**config.mk**
```make
export PLATFORM = sky130hd
export DESIGN_NAME = gtf_attribute_pair_splitter_unit_flat
export DESIGN_NICKNAME = d
export VERILOG_FILES = /design/src/rtl/gaps_pkg.sv /design/src/rtl/gaps_if.sv /design/src/rtl/gaps_frag_buf.sv /design/src/rtl/gtf_attribute_pair_splitter_unit.sv /design/src/flat_wrapper.sv
export SDC_FILE = /design/constraint.sdc
export NUM_CORES = 1
export LEC_CHECK = 0
export BUFFER_PORTS_ARGS = -buffer_cell sky130_fd_sc_hd__buf_2
export CORE_ASPECT_RATIO = 1.25
export CORE_MARGIN = 2
export CORE_UTILIZATION = 40
export DETAILED_ROUTE_END_ITERATION = 16
export HOLD_SLACK_MARGIN = 0.06
export PLACE_DENSITY = 0.56
export SLEW_MARGIN = 20
export SYNTH_ARGS = -nofsm -noshare
export SYNTH_HDL_FRONTEND = slang
export SYNTH_SLANG_ARGS = --single-unit
```
**constraint.sdc**
```tcl
create_clock -name clock -period 3.02 [get_ports clock]
set_input_delay 0.302 -clock clock [delete_from_list [all_inputs] [get_ports clock]]
set_output_delay 0.302 -clock clock [all_outputs]
set_load 0.005 [all_outputs]
```
**src/rtl/gaps_pkg.sv**
```systemverilog
// ----------------------------------------------------------------------------
// gaps_pkg
// Shared types and constants of the attribute pair splitter.
// ----------------------------------------------------------------------------
package gaps_pkg;

   // Characters that the parser reacts to.
   localparam logic [7:0] CH_SEMI   = 8'h3B;
   localparam logic [7:0] CH_QUOTE  = 8'h22;
   localparam logic [7:0] CH_BSLASH = 8'h5C;
   localparam logic [7:0] CH_SPACE  = 8'h20;
   localparam logic [7:0] CH_TAB    = 8'h09;

   // Codes of the kind field of a response.
   localparam logic [1:0] KIND_KEY      = 2'd0;
   localparam logic [1:0] KIND_VALUE    = 2'd1;
   localparam logic [1:0] KIND_OVERFLOW = 2'd2;
   localparam logic [1:0] KIND_REC_END  = 2'd3;

   // Sequencer states of the top level.
   typedef enum logic [2:0] {
      ST_IDLE,
      ST_DECIDE,
      ST_READ,
      ST_EMIT,
      ST_OVF,
      ST_END
   } state_type;

   // Summary of the buffered fragment, valid once the last byte is stored.
   typedef struct packed {
      logic overflow;
      logic pair_ok;
   } frag_flags_type;

endpackage

```
**src/rtl/gaps_if.sv**
```systemverilog
// ----------------------------------------------------------------------------
// gaps_req_if / gaps_rsp_if
// Valid/ready channels for request bytes and response items.
// ----------------------------------------------------------------------------
interface gaps_req_if;
   logic       valid;
   logic       ready;
   logic [7:0] text_byte;
   logic       record_last;

   modport source (output valid, output text_byte, output record_last, input ready);
   modport sink   (input valid, input text_byte, input record_last, output ready);
endinterface

interface gaps_rsp_if;
   logic       valid;
   logic       ready;
   logic [7:0] out_byte;
   logic [1:0] kind;
   logic       pair_last;

   modport source (output valid, output out_byte, output kind, output pair_last, input ready);
   modport sink   (input valid, input out_byte, input kind, input pair_last, output ready);
endinterface

```
**src/rtl/gaps_frag_buf.sv**
```systemverilog
// ----------------------------------------------------------------------------
// gaps_frag_buf
// Fragment memory with the position trackers that are updated as bytes
// are stored, so that the pair bounds are known when the fragment ends.
// ----------------------------------------------------------------------------
module gaps_frag_buf #(
   parameter int FRAGMENT_MAX = 64
) (
   input  logic                               clock,
   input  logic                               reset,
   input  logic                               push,
   input  logic [7:0]                         push_byte,
   input  logic                               clear,
   input  logic                               rd_en,
   input  logic [$clog2(FRAGMENT_MAX)-1:0]    rd_addr,
   output logic [7:0]                         rd_data,
   output gaps_pkg::frag_flags_type           flags,
   output logic [$clog2(FRAGMENT_MAX)-1:0]    first_pos,
   output logic [$clog2(FRAGMENT_MAX)-1:0]    q1_pos,
   output logic [$clog2(FRAGMENT_MAX)-1:0]    q2_pos,
   output logic [$clog2(FRAGMENT_MAX):0]      key_end
);

   localparam int IDX_W = $clog2(FRAGMENT_MAX);
   localparam int LEN_W = IDX_W + 1;

   logic [7:0]       mem [FRAGMENT_MAX];
   logic [7:0]       rd_data_ff;

   logic [LEN_W-1:0] len_ff, len_in;
   logic             ovf_ff, ovf_in;
   logic             nb_seen_ff, nb_seen_in;
   logic             q_seen_ff, q_seen_in;
   logic [IDX_W-1:0] first_ff, first_in;
   logic [IDX_W-1:0] q1_ff, q1_in;
   logic [IDX_W-1:0] q2_ff, q2_in;
   logic [LEN_W-1:0] kend_ff, kend_in;

   logic             full;
   logic             store;
   logic             blank;
   logic             quote;
   logic [IDX_W-1:0] wr_addr;

   assign full    = (len_ff == LEN_W'(FRAGMENT_MAX));
   assign store   = push && !ovf_ff && !full;
   assign blank   = (push_byte == gaps_pkg::CH_SPACE) || (push_byte == gaps_pkg::CH_TAB);
   assign quote   = (push_byte == gaps_pkg::CH_QUOTE);
   assign wr_addr = len_ff[IDX_W-1:0];

   always_comb begin
      len_in     = len_ff;
      ovf_in     = ovf_ff;
      nb_seen_in = nb_seen_ff;
      q_seen_in  = q_seen_ff;
      first_in   = first_ff;
      q1_in      = q1_ff;
      q2_in      = q2_ff;
      kend_in    = kend_ff;
      if (clear) begin
         len_in     = '0;
         ovf_in     = 1'b0;
         nb_seen_in = 1'b0;
         q_seen_in  = 1'b0;
      end else if (push && !ovf_ff && full) begin
         ovf_in = 1'b1;
      end else if (store) begin
         len_in = len_ff + LEN_W'(1);
         if (!blank && !nb_seen_ff) begin
            nb_seen_in = 1'b1;
            first_in   = wr_addr;
         end
         if (quote) begin
            if (!q_seen_ff) begin
               q_seen_in = 1'b1;
               q1_in     = wr_addr;
            end
            q2_in = wr_addr;
         end else if (!blank && !q_seen_ff) begin
            // Key text ends after the last non-blank byte before the first quote.
            kend_in = len_ff + LEN_W'(1);
         end
      end
   end

   always_ff @(posedge clock) begin
      if (reset) begin
         len_ff     <= '0;
         ovf_ff     <= 1'b0;
         nb_seen_ff <= 1'b0;
         q_seen_ff  <= 1'b0;
      end else begin
         len_ff     <= len_in;
         ovf_ff     <= ovf_in;
         nb_seen_ff <= nb_seen_in;
         q_seen_ff  <= q_seen_in;
      end
      first_ff <= first_in;
      q1_ff    <= q1_in;
      q2_ff    <= q2_in;
      kend_ff  <= kend_in;
   end

   always_ff @(posedge clock) begin
      if (store) begin
         mem[wr_addr] <= push_byte;
      end
   end

   always_ff @(posedge clock) begin
      if (rd_en) begin
         rd_data_ff <= mem[rd_addr];
      end
   end

   assign rd_data   = rd_data_ff;
   assign first_pos = first_ff;
   assign q1_pos    = q1_ff;
   assign q2_pos    = q2_ff;
   assign key_end   = kend_ff;

   // A pair needs a key before the first quote and a non-empty value
   // between two distinct quotes.
   assign flags.overflow = ovf_ff;
   assign flags.pair_ok  = nb_seen_ff && q_seen_ff && (q1_ff != first_ff) &&
                           (q2_ff != q1_ff) &&
                           ({1'b0, q2_ff} != ({1'b0, q1_ff} + LEN_W'(1))) &&
                           (kend_ff != {1'b0, first_ff});

endmodule

```
**src/rtl/gtf_attribute_pair_splitter_unit.sv**
```systemverilog
// ----------------------------------------------------------------------------
// gtf_attribute_pair_splitter_unit
// Splits an attribute column into key and value bytes, one pair per fragment.
// ----------------------------------------------------------------------------
//
//   Channel   Dir  Fields                          Meaning
//   req_chan  in   text_byte, record_last          one byte of attribute text
//   rsp_chan  out  out_byte, kind, pair_last       key/value byte or marker
//
// A byte that does not end a fragment is stored as it is taken. When a ';' or
// the last byte of a record arrives, a decision state follows, then each key
// or value byte is read from memory, then emitted; an escape pair goes through
// read and emit twice for its single response. Overflow and record-end markers
// have states of their own. Reset is synchronous and needs no clearing pass.
// A stalled response holds the sequencer in place; no request is taken until
// a fragment is fully emitted.
//
module gtf_attribute_pair_splitter_unit #(
   parameter int FRAGMENT_MAX = 64
) (
   input  logic        clock,
   input  logic        reset,
   gaps_req_if.sink    req_chan,
   gaps_rsp_if.source  rsp_chan
);

   localparam int IDX_W = $clog2(FRAGMENT_MAX);
   localparam int LEN_W = IDX_W + 1;

   gaps_pkg::state_type      state_ff, state_in;
   gaps_pkg::frag_flags_type flags;

   logic             rec_last_ff, rec_last_in;
   logic [LEN_W-1:0] ptr_ff, ptr_in;
   logic             val_ph_ff, val_ph_in;
   logic             hold_ff, hold_in;

   logic             rsp_valid_ff, rsp_valid_in;
   logic [7:0]       rsp_byte_ff;
   logic [1:0]       rsp_kind_ff;
   logic             rsp_last_ff;

   logic             accept;
   logic             push;
   logic             clear;
   logic             rd_en;
   logic [7:0]       md;
   logic [IDX_W-1:0] first_pos, q1_pos, q2_pos;
   logic [LEN_W-1:0] key_end;

   logic             out_free;
   logic [LEN_W-1:0] nxt_ptr;
   logic             at_vend;
   logic             esc_pair;
   logic             esc_flush;
   logic             hold_set;
   logic             emit_go;
   logic [7:0]       emit_byte;
   logic [1:0]       emit_kind;
   logic             emit_last;
   gaps_pkg::state_type finish_target;

   // Fragment memory and its trackers.
   gaps_frag_buf #(
      .FRAGMENT_MAX (FRAGMENT_MAX)
   ) u_buf (
      .clock     (clock),
      .reset     (reset),
      .push      (push),
      .push_byte (req_chan.text_byte),
      .clear     (clear),
      .rd_en     (rd_en),
      .rd_addr   (ptr_ff[IDX_W-1:0]),
      .rd_data   (md),
      .flags     (flags),
      .first_pos (first_pos),
      .q1_pos    (q1_pos),
      .q2_pos    (q2_pos),
      .key_end   (key_end)
   );

   // Requests are only taken while no fragment is being emitted, so the
   // memory is never written and read for the same entry at once.
   assign req_chan.ready = (state_ff == gaps_pkg::ST_IDLE);
   assign accept         = req_chan.valid && req_chan.ready;
   assign push           = accept && (req_chan.text_byte != gaps_pkg::CH_SEMI);
   assign clear          = (state_ff == gaps_pkg::ST_DECIDE);
   assign rd_en          = (state_ff == gaps_pkg::ST_READ);

   // The output register may be refilled in the cycle it is drained.
   assign out_free = !rsp_valid_ff || rsp_chan.ready;

   // Escape handling: a backslash inside the value is held back for one
   // byte. If that byte is a quote or a backslash, only it is sent;
   // otherwise the backslash goes out alone and the byte is looked at again.
   assign nxt_ptr   = ptr_ff + LEN_W'(1);
   assign at_vend   = (nxt_ptr >= {1'b0, q2_pos});
   assign esc_pair  = hold_ff && ((md == gaps_pkg::CH_QUOTE) || (md == gaps_pkg::CH_BSLASH));
   assign esc_flush = hold_ff && !esc_pair;
   assign hold_set  = val_ph_ff && !hold_ff && (md == gaps_pkg::CH_BSLASH) && !at_vend;

   assign finish_target = rec_last_ff ? gaps_pkg::ST_END : gaps_pkg::ST_IDLE;

   // Next state.
   always_comb begin
      state_in = state_ff;
      unique case (state_ff)
         gaps_pkg::ST_IDLE: begin
            if (accept && ((req_chan.text_byte == gaps_pkg::CH_SEMI) ||
                           req_chan.record_last)) begin
               state_in = gaps_pkg::ST_DECIDE;
            end
         end
         gaps_pkg::ST_DECIDE: begin
            if (flags.overflow) begin
               state_in = gaps_pkg::ST_OVF;
            end else if (flags.pair_ok) begin
               state_in = gaps_pkg::ST_READ;
            end else begin
               state_in = finish_target;
            end
         end
         gaps_pkg::ST_READ: begin
            state_in = gaps_pkg::ST_EMIT;
         end
         gaps_pkg::ST_EMIT: begin
            if (hold_set) begin
               state_in = gaps_pkg::ST_READ;
            end else if (emit_go && !esc_flush) begin
               if (val_ph_ff && at_vend) begin
                  state_in = finish_target;
               end else begin
                  state_in = gaps_pkg::ST_READ;
               end
            end
         end
         gaps_pkg::ST_OVF: begin
            if (out_free) begin
               state_in = finish_target;
            end
         end
         gaps_pkg::ST_END: begin
            if (out_free) begin
               state_in = gaps_pkg::ST_IDLE;
            end
         end
         default: begin
            state_in = gaps_pkg::ST_IDLE;
         end
      endcase
   end

   // Outputs and datapath updates of the sequencer.
   always_comb begin
      rec_last_in = rec_last_ff;
      ptr_in      = ptr_ff;
      val_ph_in   = val_ph_ff;
      hold_in     = hold_ff;
      emit_go     = 1'b0;
      emit_byte   = md;
      emit_kind   = gaps_pkg::KIND_KEY;
      emit_last   = 1'b0;
      unique case (state_ff)
         gaps_pkg::ST_IDLE: begin
            if (accept) begin
               rec_last_in = req_chan.record_last;
            end
         end
         gaps_pkg::ST_DECIDE: begin
            ptr_in    = {1'b0, first_pos};
            val_ph_in = 1'b0;
            hold_in   = 1'b0;
         end
         gaps_pkg::ST_READ: begin
         end
         gaps_pkg::ST_EMIT: begin
            if (!val_ph_ff) begin
               emit_go = out_free;
               if (out_free) begin
                  if (nxt_ptr == key_end) begin
                     ptr_in    = {1'b0, q1_pos} + LEN_W'(1);
                     val_ph_in = 1'b1;
                  end else begin
                     ptr_in = nxt_ptr;
                  end
               end
            end else if (esc_flush) begin
               emit_byte = gaps_pkg::CH_BSLASH;
               emit_kind = gaps_pkg::KIND_VALUE;
               emit_go   = out_free;
               if (out_free) begin
                  hold_in = 1'b0;
               end
            end else if (hold_set) begin
               hold_in = 1'b1;
               ptr_in  = nxt_ptr;
            end else begin
               emit_kind = gaps_pkg::KIND_VALUE;
               emit_last = at_vend;
               emit_go   = out_free;
               if (out_free) begin
                  hold_in = 1'b0;
                  ptr_in  = nxt_ptr;
               end
            end
         end
         gaps_pkg::ST_OVF: begin
            emit_byte = 8'h00;
            emit_kind = gaps_pkg::KIND_OVERFLOW;
            emit_go   = out_free;
         end
         gaps_pkg::ST_END: begin
            emit_byte = 8'h00;
            emit_kind = gaps_pkg::KIND_REC_END;
            emit_go   = out_free;
         end
         default: begin
         end
      endcase
   end

   assign rsp_valid_in = emit_go || (rsp_valid_ff && !rsp_chan.ready);

   always_ff @(posedge clock) begin
      if (reset) begin
         state_ff     <= gaps_pkg::ST_IDLE;
         rsp_valid_ff <= 1'b0;
         val_ph_ff    <= 1'b0;
         hold_ff      <= 1'b0;
         rec_last_ff  <= 1'b0;
      end else begin
         state_ff     <= state_in;
         rsp_valid_ff <= rsp_valid_in;
         val_ph_ff    <= val_ph_in;
         hold_ff      <= hold_in;
         rec_last_ff  <= rec_last_in;
      end
      ptr_ff <= ptr_in;
      if (emit_go) begin
         rsp_byte_ff <= emit_byte;
         rsp_kind_ff <= emit_kind;
         rsp_last_ff <= emit_last;
      end
   end

   assign rsp_chan.valid     = rsp_valid_ff;
   assign rsp_chan.out_byte  = rsp_byte_ff;
   assign rsp_chan.kind      = rsp_kind_ff;
   assign rsp_chan.pair_last = rsp_last_ff;

   // A response is only loaded when the output register is free.
   a_no_overwrite: assert property (@(posedge clock) disable iff (reset)
      emit_go |-> out_free)
      else $error("response register overwritten while stalled");

   // The memory is read only at addresses inside the buffer.
   a_read_in_range: assert property (@(posedge clock) disable iff (reset)
      (state_ff == gaps_pkg::ST_READ) |-> (ptr_ff < LEN_W'(FRAGMENT_MAX)))
      else $error("fragment read beyond buffer");

   // Only value bytes close a pair.
   a_pair_last_kind: assert property (@(posedge clock) disable iff (reset)
      (rsp_chan.valid && rsp_chan.pair_last) |-> (rsp_chan.kind == gaps_pkg::KIND_VALUE))
      else $error("pair_last on a non-value response");

   // The last byte of a record always starts fragment processing.
   a_last_finishes: assert property (@(posedge clock) disable iff (reset)
      (accept && req_chan.record_last) |=> (state_ff == gaps_pkg::ST_DECIDE))
      else $error("record end not processed");

endmodule

```
**src/flat_wrapper.sv**
```systemverilog
// flat-port wrapper written by rule: the top's interface ports become plain ports
module gtf_attribute_pair_splitter_unit_flat 
#(
   parameter int FRAGMENT_MAX = 64
)
  (clock, reset, req_chan_valid, req_chan_text_byte, req_chan_record_last, req_chan_ready, rsp_chan_valid, rsp_chan_out_byte, rsp_chan_kind, rsp_chan_pair_last, rsp_chan_ready);
  gaps_req_if req_chan_i ();
  gaps_rsp_if rsp_chan_i ();
  input  logic clock;
  input  logic reset;
  input wire logic [$bits(req_chan_i.valid)-1:0] req_chan_valid;
  input wire logic [$bits(req_chan_i.text_byte)-1:0] req_chan_text_byte;
  input wire logic [$bits(req_chan_i.record_last)-1:0] req_chan_record_last;
  output wire logic [$bits(req_chan_i.ready)-1:0] req_chan_ready;
  output wire logic [$bits(rsp_chan_i.valid)-1:0] rsp_chan_valid;
  output wire logic [$bits(rsp_chan_i.out_byte)-1:0] rsp_chan_out_byte;
  output wire logic [$bits(rsp_chan_i.kind)-1:0] rsp_chan_kind;
  output wire logic [$bits(rsp_chan_i.pair_last)-1:0] rsp_chan_pair_last;
  input wire logic [$bits(rsp_chan_i.ready)-1:0] rsp_chan_ready;
  assign req_chan_i.valid = req_chan_valid;
  assign req_chan_i.text_byte = req_chan_text_byte;
  assign req_chan_i.record_last = req_chan_record_last;
  assign req_chan_ready = req_chan_i.ready;
  assign rsp_chan_valid = rsp_chan_i.valid;
  assign rsp_chan_out_byte = rsp_chan_i.out_byte;
  assign rsp_chan_kind = rsp_chan_i.kind;
  assign rsp_chan_pair_last = rsp_chan_i.pair_last;
  assign rsp_chan_i.ready = rsp_chan_ready;
  gtf_attribute_pair_splitter_unit #(.FRAGMENT_MAX(FRAGMENT_MAX)) u_core (.clock(clock), .reset(reset), .req_chan(req_chan_i), .rsp_chan(rsp_chan_i));
endmodule
```
==> impl_metrics.py, run 1 <==
metrics = {
    "synth": {
        "number_of_enable_type_register_cells_in_the_synthesized_netlist": 563,
        "ys_warn_count": 0,
        "synth.cell_area_sq_um": 23660,
        "synthDominantCellAreaShare": 0.7144,
        "synth_seq_area_share": 0.7288,
        "post-synth-top-area-cell": "sky130_fd_sc_hd__edfxtp_1",
        "synth_cell_types": 62,
        "post-synth-top-count-cell": "sky130_fd_sc_hd__edfxtp_1",
        "synth_top_cells_by_area": "sky130_fd_sc_hd__edfxtp_1, sky130_fd_sc_hd__mux4_2, sky130_fd_sc_hd__mux2i_1",
        "mean_area_per_synthesized_cell_sq_um": 18.19,
        "syn_nets": 1324,
        "synth_register_bits": 580,
        "ys.flop_type": "sky130_fd_sc_hd__edfxtp_1",
        "postSynth.asyncResetShare": 0,
        "synth_commonest_cells": "sky130_fd_sc_hd__edfxtp_1, sky130_fd_sc_hd__nor2_1, sky130_fd_sc_hd__mux4_2, sky130_fd_sc_hd__mux2i_1, sky130_fd_sc_hd__nand2_1",
        "synthesis.instances": 1301,
    },
    "cts": {
        "numClockSinks": 580,
        "htree_num_levels": 2,
        "clock_tree.root_cell": "sky130_fd_sc_hd__clkbuf_16",
        "clk_path_buf_depth": 3,
        "clk_pin_slew_ns": 0.06,
        "clock_latency_ns": 0.63,
        "clock_tree_from_tritoncts": "built",
        "post_cts_setup_inserts": 0,
        "cts_inserted_buffers": 54,
    },
    "layout": {
        "fraction_of_layout_cells_with_a_size_suffix_above_1": 0.2457,
        "fillerInstances": 4949,
        "layout.cell_area.non_filler_sq_um": 27100,
        "final_nets": 1432,
        "finish.cell_count_without_fillers": 2206,
        "area_growth_pct": 14.53,
        "antenna-diode-count": 0,
        "final_core_util": 0.4636,
    },
    "setup_path": {
        "path_cells": "buf_4 > buf_4 > mux4_2 > mux4_2 > mux2_2 > nand2_1 > o21ai_0",
        "worst_ep_required_time_ns": 3.37,
        "setup.worst_path.class": "register to register",
        "maximum_fanout_along_the_worst_path": 52,
        "timing.critical_path.slowest_cell_delay_ns": 0.64,
        "r2r.worst_path.cells": 7,
        "crit_path_top_delay_cell": "sky130_fd_sc_hd__buf_4",
        "critical_path.reg2reg.startpoint": "u_core.ptr_ff[1]",
        "type_of_origin_of_the_critical_path": "register",
        "r2r_end": "u_core.u_buf.rd_data[0]",
        "critPathCaptureType": "register",
        "ff2ff_setup_slack_ns": 0.09,
        "cp.arrival_ns": 3.28,
    },
    "sta": {
        "setup-tns-final_ns": 0,
        "hold_viol": 0,
        "timing_worst_slew_pin_value_ns": 1.048,
        "finalCriticalPeriod_ns": 2.928,
        "unrepaired_setup_endpoints_after_global_routing": "true",
        "final-max-slew-violation-count": 0,
        "fin_crit_sh": 0.9695,
        "finalSetupViolations": 0,
        "fmaxAchievable_mhz": 341.5,
        "max_clock_skew_ns": 0.03620,
        "slew_headroom": 0.2984,
    },
    "grt": {
        "first_global_vias": 12580,
        "grt.overflow.total": 0,
        "grt_first_pass_wirelength_microns": 84100,
        "grt_antenna_before_repair": 2,
        "grt_max_degree": 67,
        "grt_use_total": 0.1877,
    },
    "outcome": {
        "failed_checks": "DRC",
        "outcome": "complete, but fails checks",
    },
    "route": {
        "route.detailed.wl_per_inst_microns": 25.61,
        "drtIter0Drc": 1093,
        "route.detailed.drc": 1,
        "vias_per_cell": 5.495,
        "firstDrtPassIters": 11,
        "drtAntennaViolNets": 0,
        "finalWirelength_microns": 56500,
        "vias_post_dr": 12120,
    },
    "placed_design": {
        "dp_hpwl_microns": 36560,
        "port_buffers": 25,
        "cell_area_after_placement_sq_um": 25280,
        "placed_cells_incl_taps": 2108,
        "gp_congestion": 0.8159,
    },
    "power": {
        "reported_leakage_power_nw": 8.895,
        "share_seq_of_total_power": 0.487,
        "power.share.switching": 0.2455,
        "p_per_area_nw_per_um2": 685.1,
        "switchingPower_w": 0.004558,
        "clock_power_share": 0.365,
        "p_comb_frac": 0.147,
        "internal_power_w": 0.01401,
        "peakVddDrop_mv": 0.3882,
    },
    "worst_hold_path": {
        "whs_endpoint": "u_core.rsp_chan.valid",
        "timing.hold.worst.class": "primary input to register",
        "worst_hold_path.num_cells": 3,
        "worst_hold_startpoint": "rsp_chan_ready",
    },
    "floorplan": {
        "start_util": 0.4047,
        "coreArea_sq_um": 58470,
        "dieArea_sq_um": 61130,
        "pin_count": 26,
        "height_of_the_die_microns": 275.9,
        "placement_rows": 99,
        "chipWidth_microns": 221.6,
    },
    "run": {
        "maxcap_viol_count": 0,
    },
}
## power groups by stage
| stage | Combinational [W] | Clock [W] | Sequential, W |
|---|---|---|---|
| global route | 0.00295 | 0.00721 | 0.00906 |
| detailed placement | 0.00278 | 0 | 0.00923 |
| finish | 0.00274 | 0.00678 | 0.00905 |
| CTS | 0.00278 | 0.00692 | 0.00905 |
| floorplan | 0.00182 | 0 | 0.00920 |
| global placement | 0.00276 | 0 | 0.00922 |
## timing repair
action	4_1_cts	5_1_grt
endpoints found under the hold margin	6	0
endpoints found under the setup margin	0	133
gates resized for setup	0	20
hold buffers	2	0
## routing by layer
layer,vias to the layer above,GRT usage,routed length (microns)
met3,74,0.02568,2005
met4,2,0.05423,1196
met5,-,0,13
met1,6381,0.2379,23620
met2,260,0.3390,29670
li1,5405,-,-
## flip-flops by register name, summed over array words and instances (netlist names), 3 cells and up
register and cells:
u_core.u_buf.mem 512, u_core.rsp_chan.out_byte 8, u_core.u_buf.rd_data 8, u_core.ptr_ff 7, u_core.u_buf.key_end 7, u_core.u_buf.len_ff 7
u_core.u_buf.first_pos 6, u_core.u_buf.q1_pos 6, u_core.u_buf.q2_pos 6, u_core.state_ff 3
## how the worst max path moves through the flow
stage                                      from                      end  depth (start not counted)  slack, ns
after floorplan                u_core.ptr_ff[0]         u_core.ptr_ff[0]                         10       0.18
after global placement    req_chan_text_byte[4]  u_core.u_buf.key_end[6]                          7      -0.16
after detailed placement     u_core.state_ff[2]   u_core.u_buf.mem[7][4]                          7       0.08
after CTS                    u_core.state_ff[2]  u_core.u_buf.mem[39][3]                          7       0.06
after global routing         u_core.state_ff[2]  u_core.u_buf.mem[15][2]                          7     -0.009
final                          u_core.ptr_ff[1]  u_core.u_buf.rd_data[0]                          7       0.09
## logic make-up (layout without fill, tap and decap cells)
| family | after synthesis | after routing | share of synthesized area |
|---|---|---|---|
| and+or+nand+nor | 262 | 262 | 0.05298 |
| buffers and inverters | 89 | 237 | 0.01771 |
| muxes | 192 | 192 | 0.1424 |
| adders and majority gates | 10 | 10 | 0.005287 |
| xor gates and xnor gates | 46 | 46 | 0.01851 |
| DFF | 580 | 580 | 0.7288 |
| AOI/OAI and AO/OA | 122 | 122 | 0.03432 |
## critical path, delay by kind of cell (launching register included)
family / cells / cell delay [ns]
AO/OA/AOI/OAI: 1 / 0.10
buffers and inverters: 2 / 0.78
flip-flops: 1 / 0.36
multiplexers: 3 / 1.26
AND/OR/NAND/NOR: 1 / 0.14
## stage by stage
step	total power (W)	hold slack (ns)	worst slack, ns
final	0.01857	0.1305	0.09205
after global routing	0.01922	0.1112	-0.009019
after CTS	0.01876	0.09741	0.06026
after detailed placement	0.01200	0.4592	0.07769
after global placement	0.01198	0.4506	-0.1563
after floorplan	0.01102	0.3711	0.1833
## layout by cell type, fill, tap and decap left out, drive strengths merged, types with 25 or more instances in the layout
cell type	count
edfxtp	563
nor2	124
buf	122
mux4	115
mux2i	70
clkbuf	61
nand2	51
o21ai	29
xor2	28
clkinv	25
## final cells by class
type,count,area (sq um),share of cell area
multi-input combinational,632,6055,0.2234
clock buffer,61,1399,0.05161
inverter,17,63.81,0.002354
sequential,580,17250,0.6363
tap,757,947.2,0.03495
clock inverter,35,349.1,0.01288
timing repair buffer,124,1044,0.03850
Note: power is estimated with default switching activity, not from simulation.
==> run 2, diff against run 1 <==
- ABC_AREA: default -> 1
==> run 2 against run 1 <==
Against the previous run:
- the flow now finishes without violations
- first-iteration DRC count is 56% higher
- critical endpoint is now u_core.u_buf.rd_data[3]
- fmax is 6.3% higher
- die area is 1.8% higher
- utilization is 0.97 points lower
- critical path depth is 2 higher
- combinational power is 120% higher
- clock power is 4.3% lower
- count of clock-buffer cells in the layout is 5 higher
- clock skew is 0.0068 ns lower
==> impl_metrics.py, run 2 <==
metrics = {
    "grt": {
        "first_global_vias": 15770,
        "grt_first_pass_wirelength_microns": 99220,
        "grt_use_total": 0.2111,
        "grt_max_degree": 129,
        "grt.overflow.total": 0,
        "grt_antenna_before_repair": 1,
    },
    "placed_design": {
        "dp_hpwl_microns": 41430,
        "placed_cells_incl_taps": 2766,
        "port_buffers": 25,
        "gp_congestion": 0.8876,
        "placement.setup.worst_slack_ns": 0.2546,
    },
    "sta": {
        "fin_crit_sh": 0.9118,
        "finalSetupViolations": 0,
        "unrepaired_setup_endpoints_after_global_routing": "false",
        "final-max-slew-violation-count": 0,
        "worst_slack_ns": 0.2665,
        "hold_viol": 0,
        "finalCriticalPeriod_ns": 2.754,
        "max_clock_skew_ns": 0.02942,
        "timing_worst_slew_pin_value_ns": 0.9349,
        "slew_headroom": 0.3767,
        "setup-tns-final_ns": 0,
        "fmaxAchievable_mhz": 363.2,
    },
    "layout": {
        "fraction_of_layout_cells_with_a_size_suffix_above_1": 0.09307,
        "area_growth_pct": 12.22,
        "fillerInstances": 5364,
        "final_core_util": 0.4539,
        "mostFrequentLayoutCells": "sky130_fd_sc_hd__edfxtp_1, sky130_fd_sc_hd__nor2_1, sky130_fd_sc_hd__o21ai_0",
        "finish.cell_count_without_fillers": 2872,
        "register_area_sq_um": 17250,
        "multi_input_area_sq_um": 6021,
        "registers.top_by_ff_count": "u_core.u_buf.mem",
        "largest_reg_flops": 512,
        "final_nets": 2084,
        "layout.cells.most_common": "sky130_fd_sc_hd__edfxtp_1",
    },
    "route": {
        "firstDrtPassIters": 5,
        "drtAntennaViolNets": 0,
        "vias_post_dr": 16020,
        "finalWirelength_microns": 66060,
        "vias_per_cell": 5.579,
        "drtIter0Drc": 1703,
        "route.detailed.drc": 0,
        "route.detailed.wl_per_inst_microns": 23.00,
    },
    "setup_path": {
        "ff2ff_setup_slack_ns": 0.27,
        "setup.worst_path.class": "register to register",
        "critPathCaptureType": "register",
        "worst_ep_required_time_ns": 3.43,
        "timing.critical_path.slowest_cell_delay_ns": 0.48,
        "crit_path_top_delay_cell": "sky130_fd_sc_hd__o22ai_1",
        "path_cells": "buf_4 > inv_6 > buf_12 > o21ai_0 > o22ai_1 > o21ai_0 > o22ai_1 > nor2_1 > o21ai_1",
        "r2r.worst_path.cells": 9,
        "cp.arrival_ns": 3.16,
        "type_of_origin_of_the_critical_path": "register",
        "maximum_fanout_along_the_worst_path": 97,
    },
    "power": {
        "power.share.switching": 0.3421,
        "internal_power_w": 0.01446,
        "reported_leakage_power_nw": 9.174,
        "peakVddDrop_mv": 0.4829,
        "p_per_area_nw_per_um2": 813.2,
        "share_seq_of_total_power": 0.424,
        "switchingPower_w": 0.007520,
        "clock_power_share": 0.295,
        "report.power.total_w": 0.02198,
        "p_comb_frac": 0.280,
    },
    "floorplan": {
        "pin_count": 26,
        "height_of_the_die_microns": 278.4,
        "chipWidth_microns": 223.5,
        "coreArea_sq_um": 59560,
        "placement_rows": 100,
        "start_util": 0.4045,
        "dieArea_sq_um": 62210,
    },
    "cts": {
        "clock_latency_ns": 0.60,
        "clock_tree_from_tritoncts": "built",
        "cts_inserted_buffers": 54,
        "ctsResizeCount": 0,
        "htree_num_levels": 2,
        "post_cts_setup_inserts": 0,
        "clk_pin_slew_ns": 0.07,
        "clock_tree.root_cell": "sky130_fd_sc_hd__clkbuf_16",
        "numClockSinks": 580,
        "cts_hold_buf": 4,
        "clk_path_buf_depth": 3,
    },
    "synth": {
        "postSynth.asyncResetShare": 0,
        "synth_commonest_cells": "sky130_fd_sc_hd__edfxtp_1, sky130_fd_sc_hd__nor2_1, sky130_fd_sc_hd__o21ai_0, sky130_fd_sc_hd__nand2_1, sky130_fd_sc_hd__o22ai_1",
        "mean_area_per_synthesized_cell_sq_um": 11.93,
        "post-synth-top-count-cell": "sky130_fd_sc_hd__edfxtp_1",
        "syn_nets": 2043,
        "synthesis.instances": 2020,
        "synth_seq_area_share": 0.7159,
        "synth.cell_area_sq_um": 24090,
        "synthDominantCellAreaShare": 0.7018,
        "synth_top_cells_by_area": "sky130_fd_sc_hd__edfxtp_1, sky130_fd_sc_hd__nor2_1, sky130_fd_sc_hd__o21ai_0",
        "synth_register_bits": 580,
        "number_of_enable_type_register_cells_in_the_synthesized_netlist": 563,
        "post-synth-top-area-cell": "sky130_fd_sc_hd__edfxtp_1",
        "ys_warn_count": 0,
        "synth_cell_types": 42,
        "ys.flop_type": "sky130_fd_sc_hd__edfxtp_1",
    },
    "worst_hold_path": {
        "timing.hold.worst.class": "primary input to register",
        "worst_hold_path.num_cells": 4,
    },
    "run": {
        "maxcap_viol_count": 0,
    },
    "outcome": {
        "outcome": "finished, final reports clean",
    },
}
run 2: cell types whose count changed after synthesis, moves of 15 or more:
cell and change:
sky130_fd_sc_hd__nor2_1 +284, sky130_fd_sc_hd__mux2i_1 -54, sky130_fd_sc_hd__inv_1 +55, sky130_fd_sc_hd__buf_2 +19, sky130_fd_sc_hd__nand3_1 +25, sky130_fd_sc_hd__a31oi_1 -15, sky130_fd_sc_hd__xnor2_1 -15, sky130_fd_sc_hd__nand2_1 +169
sky130_fd_sc_hd__o22ai_1 +120, sky130_fd_sc_hd__clkbuf_1 +25, sky130_fd_sc_hd__o221ai_1 -17, sky130_fd_sc_hd__o21ai_0 +275, sky130_fd_sc_hd__mux4_2 -115
run 2: logic make-up after synthesis:
group / Yosys count / share of synthesized area
buffers and inverters: 193 / 0.03412
and+or+nand+nor: 702 / 0.1175
AOI/OAI and AO/OA: 503 / 0.1141
adders and majority gates: 10 / 0.005194
xor gates and xnor gates: 16 / 0.006441
DFF: 580 / 0.7159
muxes: 16 / 0.006648
run 2: worst paths after layout:
| path | start | end |
|---|---|---|
| setup / recovery | u_core.ptr_ff[0] | u_core.u_buf.rd_data[3] |
| hold / removal | req_chan_valid | u_core.rec_last_ff |
| setup reg to reg | u_core.ptr_ff[0] | u_core.u_buf.rd_data[3] |
| hold reg to reg | u_core.u_buf.q_seen_ff | u_core.u_buf.q_seen_ff |
run 2: worst max-delay path, delay by kind of cell, from the launching register on:
kind                   cells  cell delay (ns)
AOI/OAI and AO/OA          5             1.28
buffers and inverters      3             0.67
DFF                        1             0.46
and+or+nand+nor            1             0.09
run 2: cell type report:
| class | instances | share of cell area |
|---|---|---|
| sequential | 580 | 0.6380 |
| inverter | 84 | 0.01185 |
| timing repair buffer | 94 | 0.03064 |
| clock buffer | 66 | 0.05244 |
| clock inverter | 35 | 0.008886 |
| tap | 765 | 0.03541 |
| multi-input combinational | 1247 | 0.2227 |
| antenna | 1 | 0.00009257 |
run 2: metal layers:
metal,track usage,part of all wire,wire length [microns],vias to the layer above
met5,0,0,0,-
met4,0.07436,0.032,2098,0
met3,0.02639,0.057,3747,120
met2,0.3627,0.50,32720,580
met1,0.2760,0.42,27490,7962
li1,-,-,-,7361
run 2: stage by stage:
stage	area [sq um]	hold slack, ns
6_report	27030	0.09483
2_1_floorplan	24090	0.3711
3_5_place_dp	25330	0.4899
5_1_grt	27030	0.1384
4_1_cts	27030	0.06835
3_3_place_gp	25330	0.4732
run 2: power by group through the flow:
stage | clock [W] | combinational (W) | sequential (W)
2_1_floorplan | 0 | 0.00386 | 0.00942
3_3_place_gp | 0 | 0.00613 | 0.00949
3_5_place_dp | 0 | 0.00611 | 0.00950
4_1_cts | 0.00658 | 0.00614 | 0.00932
5_1_grt | 0.00690 | 0.00669 | 0.00935
6_report | 0.00649 | 0.00616 | 0.00933
